$ cat config.mk
export PLATFORM = sky130hd
export DESIGN_NAME = gedd_diffuse
export DESIGN_NICKNAME = d
export VERILOG_FILES = /design/src/hw/rtl/gedd_pkg.sv /design/src/hw/rtl/gedd_diffuse.sv
export SDC_FILE = /design/constraint.sdc
export NUM_CORES = 1
export LEC_CHECK = 0
export BUFFER_PORTS_ARGS = -buffer_cell sky130_fd_sc_hd__buf_2
export CAP_MARGIN = 40
export CORE_ASPECT_RATIO = 0.5
export CORE_UTILIZATION = 50
export CTS_BUF_LIST = sky130_fd_sc_hd__clkbuf_16
export DETAILED_ROUTE_END_ITERATION = 10
export PLACE_DENSITY = 0.67
export SLEW_MARGIN = 20
export SYNTH_ARGS = -nofsm -noshare
export SYNTH_HDL_FRONTEND = slang
export SYNTH_SLANG_ARGS = --single-unit
$ cat constraint.sdc
create_clock -name clk -period 22.6 [get_ports clk]
set_input_delay 5.65 -clock clk [delete_from_list [all_inputs] [get_ports clk]]
set_output_delay 5.65 -clock clk [all_outputs]
set_load 0.01 [all_outputs]
$ cat src/hw/rtl/gedd_pkg.sv
// ----------------------------------------------------------------------------
// gedd_pkg
// Shared types, widths and constants for the grayscale error-diffusion dither.
// ----------------------------------------------------------------------------
package gedd_pkg;

  localparam int GRAY_W     = 8;
  localparam int CFG_W      = 12;
  localparam int CARRY_W    = 10;
  localparam int LINE_W     = 11;
  localparam int ACC_W      = 13;
  localparam int ERR_W      = 10;
  localparam int SUM_W      = 10;
  localparam int PROD_W     = 20;
  localparam int DIV3_SHIFT = 11;

  localparam logic [CFG_W-1:0]  WIDTH_RST  = 12'd640;
  localparam logic [SUM_W-1:0]  DIV3_RECIP = 10'd683;

  localparam logic signed [ACC_W-1:0] SAT_LO  = -13'sd256;
  localparam logic signed [ACC_W-1:0] SAT_HI  = 13'sd511;
  localparam logic signed [ERR_W-1:0] THRESH  = 10'sd128;
  localparam logic signed [ERR_W-1:0] WHITE   = 10'sd255;
  localparam logic signed [ACC_W-1:0] W_RIGHT = 13'sd7;
  localparam logic signed [ACC_W-1:0] W_DL    = 13'sd3;
  localparam logic signed [ACC_W-1:0] W_DOWN  = 13'sd5;
  localparam logic signed [ACC_W-1:0] DIV16_BIAS = 13'sd15;

  typedef struct packed {
    logic [GRAY_W-1:0] gray;
    logic              first_row;
    logic              last;
    logic              first_col;
  } pix_t;

  // divide by 16, truncating toward zero
  function automatic logic signed [ACC_W-1:0] div16_trunc(input logic signed [ACC_W-1:0] p);
    logic signed [ACC_W-1:0] b;
    b = p[ACC_W-1] ? p + DIV16_BIAS : p;
    return b >>> 4;
  endfunction

endpackage

$ cat src/hw/rtl/gedd_diffuse.sv
// ----------------------------------------------------------------------------
// gedd_diffuse
// Threshold and error spread; line-store write-back with forwarding; output
// register.
// ----------------------------------------------------------------------------
module gedd_diffuse import gedd_pkg::*; #(
  parameter int MAX_WIDTH = 2048
) (
  input  logic                         clk,
  input  logic                         rst_n,
  input  logic                         s1_valid,
  input  pix_t                         s1_pix,
  input  logic [$clog2(MAX_WIDTH)-1:0] s1_col,
  input  logic [LINE_W-1:0]            rd_data,
  input  logic                         out_stall,
  output logic                         s1_fire,
  output logic                         wr_en,
  output logic [$clog2(MAX_WIDTH)-1:0] wr_addr,
  output logic [LINE_W-1:0]            wr_data,
  output logic                         out_valid,
  output logic                         out_dot,
  output logic                         out_row_end
);

  localparam int CW = $clog2(MAX_WIDTH);

  logic signed [CARRY_W-1:0] carry_r, carry_nxt;
  logic signed [LINE_W-1:0]  pbl_r, pbl_nxt;
  logic signed [LINE_W-1:0]  pbh_r, pbh_nxt;
  logic                      def_valid_r, def_valid_nxt;
  logic [CW-1:0]             def_addr_r;
  logic [LINE_W-1:0]         def_data_r;
  logic                      fw_valid_r;
  logic [CW-1:0]             fw_addr_r;
  logic [LINE_W-1:0]         fw_data_r;
  logic                      out_valid_r, out_valid_nxt;
  logic                      out_dot_r;
  logic                      out_row_end_r;

  logic signed [LINE_W-1:0]  line_val, line_term;
  logic signed [ACC_W-1:0]   gray_ext, acc, acc_c;
  logic signed [ERR_W-1:0]   acc_sat, err;
  logic                      dot;
  logic signed [ACC_W-1:0]   err_x, e7, e3, e5, e1;
  logic signed [LINE_W-1:0]  pbl_new, below_left;
  logic                      own_we, def_go;
  logic [CW-1:0]             own_addr;
  logic [LINE_W-1:0]         own_data;

  assign s1_fire = s1_valid && (!out_valid_r || !out_stall);

  always_comb begin
    line_val  = (fw_valid_r && (fw_addr_r == s1_col)) ? $signed(fw_data_r) : $signed(rd_data);
    line_term = s1_pix.first_row ? '0 : line_val;
    gray_ext  = $signed({{(ACC_W-GRAY_W){1'b0}}, s1_pix.gray});
    acc       = gray_ext + ACC_W'(carry_r) + ACC_W'(line_term);
    if (acc < SAT_LO) begin
      acc_c = SAT_LO;
    end else if (acc > SAT_HI) begin
      acc_c = SAT_HI;
    end else begin
      acc_c = acc;
    end
    acc_sat    = ERR_W'(acc_c);
    dot        = acc_sat >= THRESH;
    err        = dot ? acc_sat - WHITE : acc_sat;
    err_x      = ACC_W'(err);
    e7         = div16_trunc(err_x * W_RIGHT);
    e3         = div16_trunc(err_x * W_DL);
    e5         = div16_trunc(err_x * W_DOWN);
    e1         = div16_trunc(err_x);
    pbl_new    = pbh_r + LINE_W'(e5);
    below_left = pbl_r + LINE_W'(e3);
  end

  always_comb begin
    carry_nxt = carry_r;
    pbl_nxt   = pbl_r;
    pbh_nxt   = pbh_r;
    if (s1_fire) begin
      if (s1_pix.last) begin
        carry_nxt = '0;
        pbl_nxt   = '0;
        pbh_nxt   = '0;
      end else begin
        carry_nxt = CARRY_W'(e7);
        pbl_nxt   = pbl_new;
        pbh_nxt   = LINE_W'(e1);
      end
    end
  end

  // row end past column 0 writes two entries; the second waits for a free slot
  always_comb begin
    own_we   = s1_fire && (!s1_pix.first_col || s1_pix.last);
    own_addr = s1_pix.first_col ? s1_col : s1_col - CW'(1);
    own_data = s1_pix.first_col ? pbl_new : below_left;
    def_go   = def_valid_r && !own_we && (!s1_valid || s1_fire);
    wr_en    = own_we || def_go;
    wr_addr  = own_we ? own_addr : def_addr_r;
    wr_data  = own_we ? own_data : def_data_r;
    if (s1_fire && s1_pix.last && !s1_pix.first_col) begin
      def_valid_nxt = 1'b1;
    end else if (def_go) begin
      def_valid_nxt = 1'b0;
    end else begin
      def_valid_nxt = def_valid_r;
    end
  end

  always_comb begin
    if (s1_fire) begin
      out_valid_nxt = 1'b1;
    end else if (!out_stall) begin
      out_valid_nxt = 1'b0;
    end else begin
      out_valid_nxt = out_valid_r;
    end
  end

  always_ff @(posedge clk) begin
    if (!rst_n) begin
      carry_r     <= '0;
      pbl_r       <= '0;
      pbh_r       <= '0;
      def_valid_r <= 1'b0;
      fw_valid_r  <= 1'b0;
      out_valid_r <= 1'b0;
    end else begin
      carry_r     <= carry_nxt;
      pbl_r       <= pbl_nxt;
      pbh_r       <= pbh_nxt;
      def_valid_r <= def_valid_nxt;
      out_valid_r <= out_valid_nxt;
      if (wr_en) begin
        fw_valid_r <= 1'b1;
      end
    end
  end

  always_ff @(posedge clk) begin
    if (s1_fire && s1_pix.last && !s1_pix.first_col) begin
      def_addr_r <= s1_col;
      def_data_r <= pbl_new;
    end
    if (wr_en) begin
      fw_addr_r <= wr_addr;
      fw_data_r <= wr_data;
    end
    if (s1_fire) begin
      out_dot_r     <= dot;
      out_row_end_r <= s1_pix.last;
    end
  end

  assign out_valid   = out_valid_r;
  assign out_dot     = out_dot_r;
  assign out_row_end = out_row_end_r;

endmodule

==> impl_results.md <==
- Top cells by area, synth: edfxtp_1 (18%), ha_1 (12%), dfxtp_1 (7.7%)
- Area Overhead vs Synth: 11.66%
- Dpl hpwl: 16120 µm
- Die Span X: 178.4 µm
- First-pass detailed-route iteration total: 5
- Crit end category: primary output
- Initial antenna violation count: 0
- Critical Path Start: s1_col[6]
- Setup CP Type: in -> out
- Drt total wl: 20490 µm
- Clock transition at the registers of the reported paths: 0.06 ns
- H-tree Lvls: 3
- FMAX: 45.81 MHz
- FF-to-FF Start: fw_addr_r[0]
- Vias after detailed routing: 6801
- Tcrit/Tclk final: 0.9659
- R2r worst-path depth: 44
- Largest net degree at the start of global routing: 21
- CTS Root Cell: clkbuf_16
- Worst-Skew Late Latency: 0.34 ns
- Die ar.: 0.01610 mm²
- Syn_nets: 1017
- Min-Delay Startpoint: pbh_r[3]
- Most used cell, CP: ha_1
- Clock buffer count from CTS: 9
- WP data required: 16.95 ns
- EDFF count, synth: 46
- Slew Limit Fails: 0
- Nets: 1081
- DRT iter0 DRCs: 396
- Synth cell count leaders: ha_1 (76), inv_1 (76), nand2_1 (72)
- Worst R2R Setup Slack: 11.69 ns
- Share of layout cells above drive strength 1: 0.1534
- Synth Flop Type: edfxtp_1
- Routed vias/inst: 5.914
- Netlist cell types: 89
- Row count: 31
- Initial Utilization: 0.5252
- Avg Cell Area, Syn: 8.814 µm²
- Die Y: 90.22 µm
- First-pass GRT wire length: 32960 µm
- Netlist Area Pre-Place: 0.007782 mm²
- Congestion Overflow GR: 0
- RR Endpoint: fw_data_r[10]
- Final hold vios: 0
- Core footprint: 0.01482 mm²
- Gpl congestion: 0.9213
- GRT Overall Usage: 0.2619
- Total Neg Setup Slack: 0 ns
- Yosys top cell by area: edfxtp_1
- Status: complete, no violations
- CTS max path bufs: 2
- I/O pin cnt: 64
- CP Data Arrival Time: 16.18 ns
- Startpoint Class: input port
- Ys async rst share: 0
- CTS Sinks: 76
- CTS tree: built
- Hold crit path type: reg -> reg
- Worst-path maximum fanout: 10
- Slowest CP cell: a221o_2
- DR WL/cell: 17.82 µm
- Post-synthesis register bit count: 76
- YS warnings: 0
- Max cap viols: 0
- Antenna viol nets, final: 0
- Slew HR: 0.4568
- CP endpoint: wr_data[10]
- Mapped Cells: 883
- Top cell type's share of synthesized area: 0.1775
- Clock Skew: 0.005729 ns
- Vias in the first global route: 6413
- Slew @ Worst Pin: 0.8149 ns
- Final setup fails: 0
- Fin crit period: 21.83 ns
- Sequential-to-total area share from yosys stat: 0.2547
- Drt drc: 0
- RSZ-0062 raised after global routing: false
- Number of buffers inserted by hold repair at cts: 0
- N_diodes: 0
- Number of port buffers: 63
- Delay of the slowest cell on the worst path: 0.50 ns
## critical path: cells and delay by family
kind	cells	cell delay, ns
fa+ha+maj	8	2.60
simple gates	9	2.02
xor+xnor	4	0.53
buf+inv	6	0.97
mux	1	0.12
compound gates	18	4.25
## cell families after synthesis
family / count (synthesis) / share of synthesized area
XOR/XNOR: 89 / 0.1002
AO/OA/AOI/OAI: 228 / 0.2106
buffers and inverters: 104 / 0.05370
adder cells (fa/ha/maj): 98 / 0.1775
AND/OR/NAND/NOR: 270 / 0.1802
multiplexers: 18 / 0.02315
flip-flops: 76 / 0.2547
## through the flow
stage	cell area (µm²)	util	hold slack [ns]	std cells	worst slack, ns
final	8690	0.5865	0.4491	1150	0.7708
after CTS	8617	0.5816	0.4519	1145	0.3799
after global placement	8288	0.5594	0.4394	1126	0.6902
after detailed placement	8329	0.5622	0.4441	1129	0.4385
after global routing	8690	0.5865	0.4696	1150	0.01065
after floorplan	7782	-	0.4256	883	1.229
## area by class of cell
cell class                      count  area, µm²
Clock buffer                        9      225.2
Timing Repair Buffer               78      446.7
Tap cell                          198      247.7
Inverter                           79      299.0
Clock inverter                      7      62.56
Multi-Input combinational cell    703       5426
Sequential cell                    76       1982
Fill cell                        1329       6127
## registers in the layout (all words and copies together), names as in the netlist
signal       cells
fw_valid_r       1
fw_data_r       11
pbh_r            7
out_dot          1
def_data_r      11
fw_addr_r       11
def_valid_r      1
carry_r          9
pbl_r           11
def_addr_r      11
out_row_end      1
out_valid        1
## worst min-delay path by stage
stage	slack, ns	cells after the start	endpoint
floorplan	0.43	2	carry_r[2]
global placement	0.44	2	pbh_r[2]
detailed placement	0.44	2	pbh_r[3]
CTS	0.45	2	pbh_r[3]
global route	0.47	2	pbh_r[2]
finish	0.45	2	pbh_r[3]
## timing repair
action	in CTS	in global routing
buffers inserted	0	5
gates resized for setup	0	10
endpoints found under the setup margin	0	4
## cells in the final DEF (no fill, tap or decap), types with 23 or more instances in the layout
cell,n
inv_1,78
ha_1,75
nand2_1,72
xnor2_1,67
buf_2,63
nor2_1,53
o21ai_0,51
a21oi_1,49
edfxtp_1,46
dfxtp_1,30
nand3_1,23
## layer usage
layer / vias to the layer above / GRT usage / wire length [µm] / part of all wire
li1: 3305 / - / - / -
met5: - / 0 / 0 / 0
met4: 0 / 0.06427 / 267 / 0.013
met2: 204 / 0.4063 / 8781 / 0.43
met3: 22 / 0.03596 / 1395 / 0.068
met1: 3270 / 0.3805 / 10040 / 0.49
Power is not shown: default switching activity piles up to over one toggle a cycle in this logic, so the estimate is an artifact.
