$ cat config.mk
export PLATFORM = sky130hd
export DESIGN_NAME = gedd_front
export DESIGN_NICKNAME = d
export VERILOG_FILES = /design/src/hw/rtl/gedd_pkg.sv /design/src/hw/rtl/gedd_front.sv
export SDC_FILE = /design/constraint.sdc
export NUM_CORES = 1
export LEC_CHECK = 0
export ABC_AREA = 0
export BUFFER_PORTS_ARGS = -buffer_cell sky130_fd_sc_hd__clkbuf_2
export CAP_MARGIN = 5
export CORE_MARGIN = 2
export CORE_UTILIZATION = 53
export DETAILED_ROUTE_END_ITERATION = 6
export MAX_ROUTING_LAYER = met4
export PLACE_DENSITY = 0.85
export SYNTH_ARGS = -nofsm -noshare
export SYNTH_HDL_FRONTEND = slang
export SYNTH_SLANG_ARGS = --single-unit
$ cat constraint.sdc
create_clock -name clk -period 6 [get_ports clk]
set_clock_uncertainty 0.2 [all_clocks]
set_input_delay 0.3 -clock clk [delete_from_list [all_inputs] [get_ports clk]]
set_output_delay 0.3 -clock clk [all_outputs]
set_load 0.005 [all_outputs]
$ cat src/hw/rtl/gedd_pkg.sv
// ----------------------------------------------------------------------------
// gedd_pkg
// Shared types, widths and constants for the grayscale error-diffusion dither.
// ----------------------------------------------------------------------------
package gedd_pkg;

  localparam int GRAY_W     = 8;
  localparam int CFG_W      = 12;
  localparam int CARRY_W    = 10;
  localparam int LINE_W     = 11;
  localparam int ACC_W      = 13;
  localparam int ERR_W      = 10;
  localparam int SUM_W      = 10;
  localparam int PROD_W     = 20;
  localparam int DIV3_SHIFT = 11;

  localparam logic [CFG_W-1:0]  WIDTH_RST  = 12'd640;
  localparam logic [SUM_W-1:0]  DIV3_RECIP = 10'd683;

  localparam logic signed [ACC_W-1:0] SAT_LO  = -13'sd256;
  localparam logic signed [ACC_W-1:0] SAT_HI  = 13'sd511;
  localparam logic signed [ERR_W-1:0] THRESH  = 10'sd128;
  localparam logic signed [ERR_W-1:0] WHITE   = 10'sd255;
  localparam logic signed [ACC_W-1:0] W_RIGHT = 13'sd7;
  localparam logic signed [ACC_W-1:0] W_DL    = 13'sd3;
  localparam logic signed [ACC_W-1:0] W_DOWN  = 13'sd5;
  localparam logic signed [ACC_W-1:0] DIV16_BIAS = 13'sd15;

  typedef struct packed {
    logic [GRAY_W-1:0] gray;
    logic              first_row;
    logic              last;
    logic              first_col;
  } pix_t;

  // divide by 16, truncating toward zero
  function automatic logic signed [ACC_W-1:0] div16_trunc(input logic signed [ACC_W-1:0] p);
    logic signed [ACC_W-1:0] b;
    b = p[ACC_W-1] ? p + DIV16_BIAS : p;
    return b >>> 4;
  endfunction

endpackage

$ cat src/hw/rtl/gedd_front.sv
// ----------------------------------------------------------------------------
// gedd_front
// Width register, column tracking, gray conversion and line-store read issue.
// ----------------------------------------------------------------------------
module gedd_front import gedd_pkg::*; #(
  parameter int MAX_WIDTH = 2048
) (
  input  logic                         clk,
  input  logic                         rst_n,
  input  logic                         cfg_wr_en,
  input  logic [CFG_W-1:0]             cfg_wr_data,
  input  logic [GRAY_W-1:0]            red,
  input  logic [GRAY_W-1:0]            green,
  input  logic [GRAY_W-1:0]            blue,
  input  logic                         first_row,
  input  logic                         in_fire,
  input  logic                         s1_fire,
  output logic                         s1_valid,
  output pix_t                         s1_pix,
  output logic [$clog2(MAX_WIDTH)-1:0] s1_col,
  output logic                         rd_en,
  output logic [$clog2(MAX_WIDTH)-1:0] rd_addr
);

  localparam int CW   = $clog2(MAX_WIDTH);
  localparam int CMPW = (CW + 1 > CFG_W) ? CW + 1 : CFG_W;

  logic [CFG_W-1:0]  width_r;
  logic [CW-1:0]     column_r, column_nxt;
  logic              s1_valid_r, s1_valid_nxt;
  pix_t              s1_pix_r;
  logic [CW-1:0]     s1_col_r;

  logic [CMPW-1:0]   cfg_ext, max_ext, eff_w, col_ext, c_ext;
  logic [CW-1:0]     c;
  logic              last;
  logic [SUM_W-1:0]  sum;
  logic [PROD_W-1:0] prod;
  logic [GRAY_W-1:0] gray;

  always_comb begin
    cfg_ext = CMPW'(width_r);
    max_ext = CMPW'(MAX_WIDTH);
    if (width_r == '0) begin
      eff_w = CMPW'(1);
    end else if (cfg_ext > max_ext) begin
      eff_w = max_ext;
    end else begin
      eff_w = cfg_ext;
    end
    col_ext    = CMPW'(column_r);
    c_ext      = (col_ext >= eff_w) ? eff_w - CMPW'(1) : col_ext;
    last       = (c_ext + CMPW'(1)) >= eff_w;
    c          = c_ext[CW-1:0];
    column_nxt = in_fire ? (last ? '0 : c + CW'(1)) : column_r;
  end

  always_comb begin
    sum  = SUM_W'(red) + SUM_W'(green) + SUM_W'(blue);
    prod = PROD_W'(sum) * PROD_W'(DIV3_RECIP);
    gray = prod[DIV3_SHIFT +: GRAY_W];
  end

  always_comb begin
    if (in_fire) begin
      s1_valid_nxt = 1'b1;
    end else if (s1_fire) begin
      s1_valid_nxt = 1'b0;
    end else begin
      s1_valid_nxt = s1_valid_r;
    end
  end

  always_ff @(posedge clk) begin
    if (!rst_n) begin
      width_r    <= WIDTH_RST;
      column_r   <= '0;
      s1_valid_r <= 1'b0;
    end else begin
      if (cfg_wr_en) begin
        width_r <= cfg_wr_data;
      end
      column_r   <= column_nxt;
      s1_valid_r <= s1_valid_nxt;
    end
  end

  always_ff @(posedge clk) begin
    if (in_fire) begin
      s1_pix_r <= '{gray: gray, first_row: first_row, last: last, first_col: (c == '0)};
      s1_col_r <= c;
    end
  end

  assign s1_valid = s1_valid_r;
  assign s1_pix   = s1_pix_r;
  assign s1_col   = s1_col_r;
  assign rd_en    = in_fire;
  assign rd_addr  = c;

endmodule

==> impl_metrics.csv, run 1 <==
group,metric,value,unit
synth,avgSynthCellArea,10.1,µm²
timing,period_minus_slack,6.11,ns
hold_path,hold-path-cell-count,3,
synth,number_of_enable_type_register_cells_in_the_synthesized_netlist,22,
timing,finalHoldViolations,0,
detailed_routing,first_iter_violations,191,
grt,grt_pass1_wl,17900,µm
synth,share_of_cell_area_taken_by_muxes_after_synthesis,6.92,%
detailed_routing,final_antenna_net_count,0,
place,gpl.final_weighted_congestion,0.946,
floorplan,design.portCount,77,
detailed_routing,route.final.wire_length,10900,µm
layout,num_antenna_cells,0,
layout,relative_area_change_from_synthesis_to_final_layout,19.2,%
floorplan,dieArea,0.0100,mm²
grt,grt_pass1_vias,3919,
timing,unrepaired_setup_endpoints_after_global_routing,"yes",
place,hpwlAfterDp,9110,µm
grt,globalRouteOverflowTotal,0,
grt,grt_antenna_before_repair,0,
place,port_buffers,76,
setup_path,critical_path.max_fanout,3,
clock_tree,cts_made_buffers,5,
grt,grt_resource_usage_total,22.8,%
synth,synthXorXnorAreaFrac,4.46,%
detailed_routing,routed_length_per_placed_instance,15.6,µm
synth,syn-num-nets,648,
setup_path,critPathLaunchType,"input port",
synth,yosys.area_share.simple,13.4,%
layout,num-nets-final,750,
synth,post_synth_instance_area,0.00488,mm²
detailed_routing,drc,0,
synth,async_flop_share,0,%
synth,seq_area_frac_synth,23.4,%
job,maxCapViolations,0,
timing,setup_ws,-0.109,ns
clock_tree,tritoncts_clock_tree,"done",
synth,synth-main-ff-cell,"dfxtp_1",
setup_path,timing.setup.critical_path_class,"in2reg",
run_status,status,"finished, violations left",
synth,yosys.area_share.adder,35.6,%
floorplan,die_height,100,µm
hold_path,worstHoldPathType,"in2reg",
clock_tree,cts_buffer_depth,2,
timing,drv_slew,0,
detailed_routing,detailroute.via_count,3910,
setup_path,critical_path.reg2reg.startpoint,"cfg_ext[8]",
layout,layout.core_utilization,63.9,%
synth,yosys_warnings,0,
hold_path,hp-start,"cfg_wr_data[7]",
detailed_routing,drt-vias-per-instance,5.59,
grt,maximum_number_of_pins_on_one_net_before_global_route_repair,35,
run_status,violated_checks,"setup timing",
floorplan,core,0.00911,mm²
clock_tree,clk-insertion-delay-late,0.30,ns
setup_path,reg2reg_to,"column_r[1]",
setup_path,reg2reg_slack,0.42,ns
layout,finish.cell_count_without_fillers,699,
floorplan,cell_row_count,35,
setup_path,arrival,5.96,ns
floorplan,initial_core_utilization,53.6,%
clock_tree,clkSinkCount,46,
detailed_routing,drt-pass1-iter-count,6,
timing,max_slew.worst_pin.slew,0.778,ns
synth,ys_ff_latch,46,
timing,slew_headroom,48.2,%
layout,drive_above_1_share,27.4,%
hold_path,min_delay_worst_endpoint,"cfg_ext[7]",
synth,synth_compound_gate_area_share,10.2,%
clock_tree,worst_setup_hold_path_clk_slew,0.09,ns
clock_tree,cts.htree.levels,2,
synth,netlist-cell-type-count,56,
synth,synth_top_family_by_area,"adder cells",
timing,max_freq,164,MHz
setup_path,worst_r2r_path_depth,25,
setup_path,crit_path_end_kind,"flop",
timing,setup-violations-final,4,
setup_path,required,5.85,ns
timing,layout_worst_path_cycle_share,102,%
synth,post_synthesis_cell_count,485,
floorplan,die_w,100,µm
place,dp.cells,685,
clock_tree,ctsRootBufferMaster,"clkbuf_8",
-- metal layers --
metal  part of all wire (%)  vias to the layer above  track usage (%)  routed length, µm
met3                    4.4                       26             2.37                479
met4                    2.8                        0             7.59                308
li1                       -                     1905                -                  -
met1                     44                     1872             29.5               4870
met5                      0                        -                -                  0
met2                     48                      107             37.7               5280
-- final cells by class --
cell class / instances / area [µm²]
repair buffers: 110 / 644
clock inverters: 2 / 8.76
clock buffers: 6 / 72.6
multi-input cells: 368 / 3610
inverters: 56 / 210
well taps: 111 / 139
flip-flops and latches: 46 / 1140
fillers: 733 / 3290
-- through the flow --
step	setup TNS, ns	setup slack [ns]	cell area [µm²]	hold WS (ns)
finish	-0.290	-0.109	5820	0.00590
global route	-1.20	-0.336	5820	0.0113
CTS	-0.0995	-0.0493	5700	0.0104
detailed placement	-2.59	-0.448	5570	0.282
global placement	-0.934	-0.199	5570	0.284
floorplan	-0.00861	-0.00861	4910	0.199
-- worst max path at each step --
stage          startpoint   endpoint  slack [ns]  cells past startpoint
6_report           red[1]  s1_pix[8]       -0.11                     27
3_3_place_gp      blue[1]  s1_pix[9]       -0.20                     27
2_1_floorplan     blue[1]  s1_pix[8]      -0.009                     26
4_1_cts           blue[1]  s1_pix[8]       -0.05                     27
3_5_place_dp      blue[1]  s1_pix[8]       -0.45                     27
5_1_grt            red[1]  s1_pix[8]       -0.34                     27
-- worst max-delay path, cell delays in order --
cell      delay [ns]
buf_6           0.09
fa_1            0.54
ha_2            0.19
inv_2           0.04
fa_2            0.35
nor2b_2         0.14
o21ai_2         0.08
a21boi_2        0.20
o21ai_2         0.08
a21boi_1        0.19
nor2_1          0.09
ha_1            0.32
ha_4            0.23
fa_1            0.50
fa_1            0.53
inv_2           0.04
fa_1            0.49
inv_1           0.05
ha_1            0.27
o21a_1          0.17
o21a_1          0.17
o22ai_2         0.15
o21bai_2        0.09
a41oi_2         0.28
nand2b_1        0.15
a21oi_2         0.17
xnor2_1         0.07
-- synth_stat cells, drive strengths merged, types with 10 or more instances --
cell | instances | area [µm²]
edfxtp | 22 | 661
nand2 | 36 | 135
a21oi | 16 | 80.1
nand3 | 12 | 65.1
nand2b | 10 | 62.6
xnor2 | 19 | 166
nor2 | 12 | 45.0
fa | 30 | 601
nor2b | 16 | 100
ha | 91 | 1140
o21ai | 11 | 55.1
mux2i | 28 | 304
inv | 56 | 210
nor3 | 10 | 55.1
dfxtp | 24 | 480
-- registers in the layout, summed over array words and instances, names as in the netlist --
register and flops:
s1_pix 11, cfg_ext 12, column_r 11, s1_col 11, s1_valid 1
-- layout by cell type, fill, tap and decap left out, types with 3 or more instances in the layout --
cell      synthesis  final
or2_2             3      3
nor2_1           12     12
buf_4             2     33
inv_1            56     54
nor2b_1          16     15
a21oi_1          16     11
a22o_1            7      7
nand3_1          11     11
clkbuf_2          0     75
nor3_1            9      9
o21a_1            5      5
a22oi_1           3      3
a211oi_1          3      3
a21oi_2           0      4
xor2_1            4      4
fa_1             30     29
mux2i_1          24     24
dfxtp_1          24     24
nand2b_1         10      9
mux2_2            3      3
clkbuf_8          0      5
a21boi_0          9      6
xnor2_1          19     19
ha_1             91     88
nand4_1           4      4
o21ai_0          11      9
edfxtp_1         22     22
nand2_1          36     36
nor4_1            5      3
a21o_1            4      4
-- cell families after synthesis --
| kind of cell | Yosys count |
|---|---|
| xor gates and xnor gates | 24 |
| DFF | 46 |
| AOI/OAI and AO/OA | 73 |
| and+or+nand+nor | 119 |
| muxes | 31 |
| buffers and inverters | 71 |
| adders and majority gates | 121 |
-- what timing repair did --
| item | in CTS | in global routing |
|---|---|---|
| buffers inserted | 3 | 3 |
| pin swaps | 0 | 24 |
| hold endpoints to repair | 1 | 0 |
| gates resized for setup | 3 | 21 |
| hold buffers | 1 | 0 |
| endpoints found under the setup margin | 5 | 18 |
Power of run 1 is not shown: default switching activity piles up to over one toggle a cycle in this logic, so the estimate is an artifact.
==> inputs of run 2 (changes only) <==
RECOVER_POWER = 100   (was default)
==> run 2 against run 1 <==
Net effect: the run ends with capacitance limit, slew limit, setup timing left; global-route usage unchanged; sequential share of layout area rose by 0.19 points; clock-buffer cell count stayed put; final cell count unchanged; fmax barely moved; non-clock buffer count stayed put; utilization fell by 0.62 points; die area did not move; wire length rose by 0.30%; sequential cell count unchanged; worst setup slack got worse by 0.0035 ns.
==> impl_metrics.csv, run 2 (synthesis results as in run 1) <==
group,metric,value,unit
grt,grt_resource_usage_total,22.8,%
hold_path,worstHoldPathType,"in2reg",
timing,max_freq,164,MHz
clock_tree,cts_made_buffers,5,
detailed_routing,route.final.wire_length,11000,µm
layout,layout_commonest_cell,"ha_1",
setup_path,required,5.85,ns
place,port_buffers,76,
run_status,status,"finished, violations left",
setup_path,critical_path.max_fanout,3,
detailed_routing,routed_length_per_placed_instance,15.7,µm
layout,num_antenna_cells,0,
layout,largest_reg_flops,12,
layout,final.fill_count,746,
grt,maximum_number_of_pins_on_one_net_before_global_route_repair,35,
grt,globalRouteOverflowTotal,0,
timing,max_slew.worst_pin.slew,1.66,ns
place,hpwlAfterDp,9110,µm
setup_path,arrival,5.96,ns
layout,relative_area_change_from_synthesis_to_final_layout,18.1,%
floorplan,design.portCount,77,
layout,drive_above_1_share,22.6,%
timing,finalHoldViolations,0,
timing,unrepaired_setup_endpoints_after_global_routing,"yes",
detailed_routing,final_antenna_net_count,0,
detailed_routing,detailroute.via_count,3961,
clock_tree,clkSinkCount,46,
detailed_routing,first_iter_violations,168,
clock_tree,tritoncts_clock_tree,"done",
setup_path,timing.setup.critical_path_class,"in2reg",
timing,drv_slew,35,
detailed_routing,drt-vias-per-instance,5.67,
timing,period_minus_slack,6.11,ns
setup_path,critPathLaunchType,"input port",
setup_path,crit_path_end_kind,"flop",
detailed_routing,drc,0,
detailed_routing,drt-pass1-iter-count,4,
layout,multi_input_area,0.00358,mm²
layout,layout.core_utilization,63.3,%
timing,setup-violations-final,4,
grt,grt_pass1_wl,17900,µm
floorplan,die_w,100,µm
layout,mostFrequentLayoutCells,"ha_1, inv_1, clkbuf_2, nand2_1, buf_4",
run_status,violated_checks,"capacitance limit, slew limit, setup timing",
floorplan,die_height,100,µm
clock_tree,ctsRootBufferMaster,"clkbuf_8",
grt,grt_antenna_before_repair,0,
grt,grt_pass1_vias,3919,
floorplan,dieArea,0.0100,mm²
timing,slew_headroom,-10.9,%
layout,final-seq-area,0.00114,mm²
floorplan,initial_core_utilization,53.6,%
clock_tree,clk-insertion-delay-late,0.30,ns
timing,setup_ws,-0.113,ns
floorplan,cell_row_count,35,
clock_tree,worst_setup_hold_path_clk_slew,0.10,ns
timing,layout_worst_path_cycle_share,102,%
clock_tree,cts_buffer_depth,2,
job,maxCapViolations,1,
place,gpl.final_weighted_congestion,0.946,
floorplan,core,0.00911,mm²
clock_tree,cts.htree.levels,2,
layout,num-nets-final,750,
run 2: cell counts in the layout (fill, tap and decap cells not counted):
No cell type changed its count.
run 2: per-layer routing:
layer | vias up | part of all wire, % | wire (µm) | GRT usage (%)
li1 | 1911 | - | - | -
met1 | 1930 | 45 | 4920 | 29.5
met2 | 98 | 49 | 5330 | 37.7
met3 | 22 | 4.2 | 457 | 2.37
met4 | 0 | 2.4 | 265 | 7.59
met5 | - | 0 | 0 | -
run 2: critical path, stage by stage:
cell	delay (ns)
buf_6	0.09
fa_1	0.54
ha_2	0.19
inv_2	0.04
fa_2	0.35
nor2b_2	0.14
o21ai_2	0.08
a21boi_2	0.20
o21ai_2	0.08
a21boi_1	0.19
nor2_1	0.09
ha_1	0.32
ha_4	0.23
fa_1	0.50
fa_1	0.53
inv_2	0.04
fa_1	0.49
inv_1	0.05
ha_1	0.27
o21a_1	0.17
o21a_1	0.17
o22ai_2	0.15
o21bai_2	0.09
a41oi_2	0.28
nand2b_1	0.15
a21oi_2	0.17
xnor2_1	0.07
run 2: worst paths after layout:
path | start | endpoint | slack, ns | cells after the start
worst max-delay path | red[1] | s1_pix[8] | -0.11 | 27
worst min-delay path | cfg_wr_data[7] | cfg_ext[7] | 0.004 | 3
worst max register to register | cfg_ext[8] | column_r[1] | 0.18 | 25
worst min register to register | column_r[1] | column_r[1] | 0.34 | 2
run 2: area by class of cell:
cell class / count / share of cell area, %
well taps: 111 / 2.41
clock buffers: 6 / 1.26
flip-flops and latches: 46 / 19.8
inverters: 56 / 3.65
repair buffers: 110 / 10.7
multi-input cells: 368 / 62.0
clock inverters: 2 / 0.152
run 2: per-stage QoR:
stage               setup slack (ns)  cell area [µm²]  TNS [ns]  hold slack, ns  cells
finish                        -0.113             5770    -0.291         0.00433    699
global placement              -0.199             5570    -0.934           0.284    685
detailed placement            -0.448             5570     -2.59           0.282    685
floorplan                   -0.00861             4910  -0.00861           0.199    485
global route                  -0.336             5770     -2.35          0.0118    699
CTS                          -0.0493             5700   -0.0995          0.0104    697
run 2: timing repair:
| action | CTS | global route |
|---|---|---|
| gates cloned | 0 | 0 |
| hold buffers | 1 | 0 |
| setup endpoints to repair | 5 | 18 |
| pin swaps | 0 | 24 |
| resized for setup | 3 | 21 |
| buffers inserted | 3 | 3 |
| hold endpoints to repair | 1 | 0 |
Power of run 2 is left out for the same reason.
==> inputs of run 3 (changes only) <==
PLACE_DENSITY = default   (was 0.85)
PLACE_DENSITY_LB_ADDON = 0.1   (was default)
==> run 3 against run 2 <==
Net effect: wire length shrank 6.3%; critical path depth is the same; utilization grew 1.7 points; the flow finishes with violations (capacitance limit, slew limit); clock-buffer cell count shrank 1.
==> impl_metrics.csv, run 3 (synthesis results as in run 1) <==
group,metric,value,unit
timing,max_freq,171,MHz
layout,layout_commonest_cell,"ha_1",
layout,drive_above_1_share,27.3,%
timing,finalHoldViolations,0,
place,place_ws,-0.347,ns
detailed_routing,drc,0,
detailed_routing,routed_length_per_placed_instance,14.6,µm
clock_tree,cts_made_buffers,5,
detailed_routing,detailroute.via_count,3820,
floorplan,initial_core_utilization,53.6,%
place,hpwlAfterDp,8400,µm
clock_tree,worst_setup_hold_path_clk_slew,0.10,ns
layout,final.fill_count,769,
floorplan,core,0.00911,mm²
timing,setup-violations-final,0,
place,cell_area_after_placement,0.00559,mm²
grt,grt_pass1_wl,17100,µm
setup_path,critical_path.max_fanout,3,
place,gpl.final_weighted_congestion,0.905,
layout,finish.cell_count_without_fillers,705,
floorplan,cell_row_count,35,
clock_tree,ctsRootBufferMaster,"clkbuf_8",
layout,final_area,0.00592,mm²
setup_path,arrival,5.73,ns
setup_path,timing.critical_path.mode_cell,"fa_1",
setup_path,crit_path_end_kind,"flop",
layout,layout.core_utilization,65.0,%
detailed_routing,route.final.wire_length,10300,µm
timing,unrepaired_setup_endpoints_after_global_routing,"yes",
setup_path,critical_path.n_buffers_inverters,5,
place,port_buffers,76,
grt,grt_resource_usage_total,21.9,%
setup_path,cpMaxStageDelayCell,"fa_1",
clock_tree,cts_buffer_depth,2,
detailed_routing,first_iter_violations,102,
floorplan,design.portCount,77,
setup_path,critPathLaunchType,"input port",
run_status,violated_checks,"capacitance limit, slew limit",
setup_path,timing.setup.critical_path_class,"in2reg",
detailed_routing,final_antenna_net_count,0,
grt,grt_pass1_vias,3598,
layout,largest_reg_flops,12,
floorplan,die_height,100,µm
layout,mostFrequentLayoutCells,"ha_1, clkbuf_2, inv_1, buf_4, nand2_1",
floorplan,die_w,100,µm
grt,grt_antenna_before_repair,0,
place,dp.cells,688,
timing,max_slew.worst_pin.slew,1.68,ns
floorplan,dieArea,0.0100,mm²
run_status,status,"finished, violations left",
clock_tree,clkSinkCount,46,
timing,setup_ws,0.136,ns
layout,num-nets-final,756,
timing,layout_worst_path_cycle_share,97.7,%
clock_tree,tritoncts_clock_tree,"done",
timing,drv_slew,35,
timing,period_minus_slack,5.86,ns
detailed_routing,drt-pass1-iter-count,4,
layout,relative_area_change_from_synthesis_to_final_layout,21.3,%
setup_path,reg2reg_slack,0.48,ns
setup_path,crit_family,"adder cells",
clock_tree,cts.htree.levels,2,
detailed_routing,drt-vias-per-instance,5.42,
grt,maximum_number_of_pins_on_one_net_before_global_route_repair,35,
setup_path,crit_path_max_incr_delay,0.53,ns
timing,slew_headroom,-12.1,%
layout,num_antenna_cells,0,
setup_path,required,5.87,ns
hold_path,worstHoldPathType,"in2reg",
job,maxCapViolations,1,
grt,globalRouteOverflowTotal,0,
clock_tree,clk-insertion-delay-late,0.30,ns
-- run 3: changes by cell type in the layout (fill, tap and decap cells not counted), sizes merged --
| cell | delta |
|---|---|
| clkinv | -2 |
| buf | +6 |
| clkinvlp | +1 |
| inv | +2 |
| clkbuf | -1 |
-- run 3: tightest hold or removal path, stage by stage --
cell	delay, ns
clkbuf_2	0.07
mux2i_1	0.05
nand2_1	0.06
-- run 3: final timing paths --
path / from / to / cells after the start
hold / removal: cfg_wr_data[9] / cfg_ext[9] / 3
setup / recovery: blue[1] / s1_pix[9] / 27
setup reg to reg: cfg_ext[7] / column_r[0] / 26
hold reg to reg: column_r[9] / column_r[9] / 1
-- run 3: metrics by stage --
| stage | hold WS (ns) | TNS (ns) |
|---|---|---|
| detailed placement | 0.288 | -1.53 |
| CTS | 0.0134 | 0 |
| floorplan | 0.199 | -0.00861 |
| finish | 0.0159 | 0 |
| global placement | 0.281 | -1.08 |
| global route | 0.0262 | -0.439 |
-- run 3: repair_timing --
action                                  in CTS  in global routing
hold buffers                                 1                  0
pin swaps                                   11                 29
endpoints found under the setup margin       3                 18
buffers inserted                             4                  5
endpoints found under the hold margin        1                  0
resized for setup                            1                 34
-- run 3: metal layers --
| metal | GRT usage (%) | routed length, µm | vias up |
|---|---|---|---|
| met5 | - | 0 | - |
| met4 | 4.21 | 108 | 0 |
| met3 | 2.16 | 566 | 6 |
| met2 | 32.3 | 4380 | 114 |
| met1 | 33.1 | 5220 | 1775 |
| li1 | - | - | 1925 |
-- run 3: cell type report --
| cell class | instances | area (µm²) | share of cell area, % |
|---|---|---|---|
| inverter | 56 | 210 | 3.55 |
| timing repair buffer | 116 | 678 | 11.4 |
| multi-input combinational | 368 | 3660 | 61.9 |
| clock buffer | 5 | 68.8 | 1.16 |
| clock inverter | 3 | 22.5 | 0.380 |
| sequential | 46 | 1140 | 19.3 |
| tap | 111 | 139 | 2.34 |
Power of run 3 is left out for the same reason.
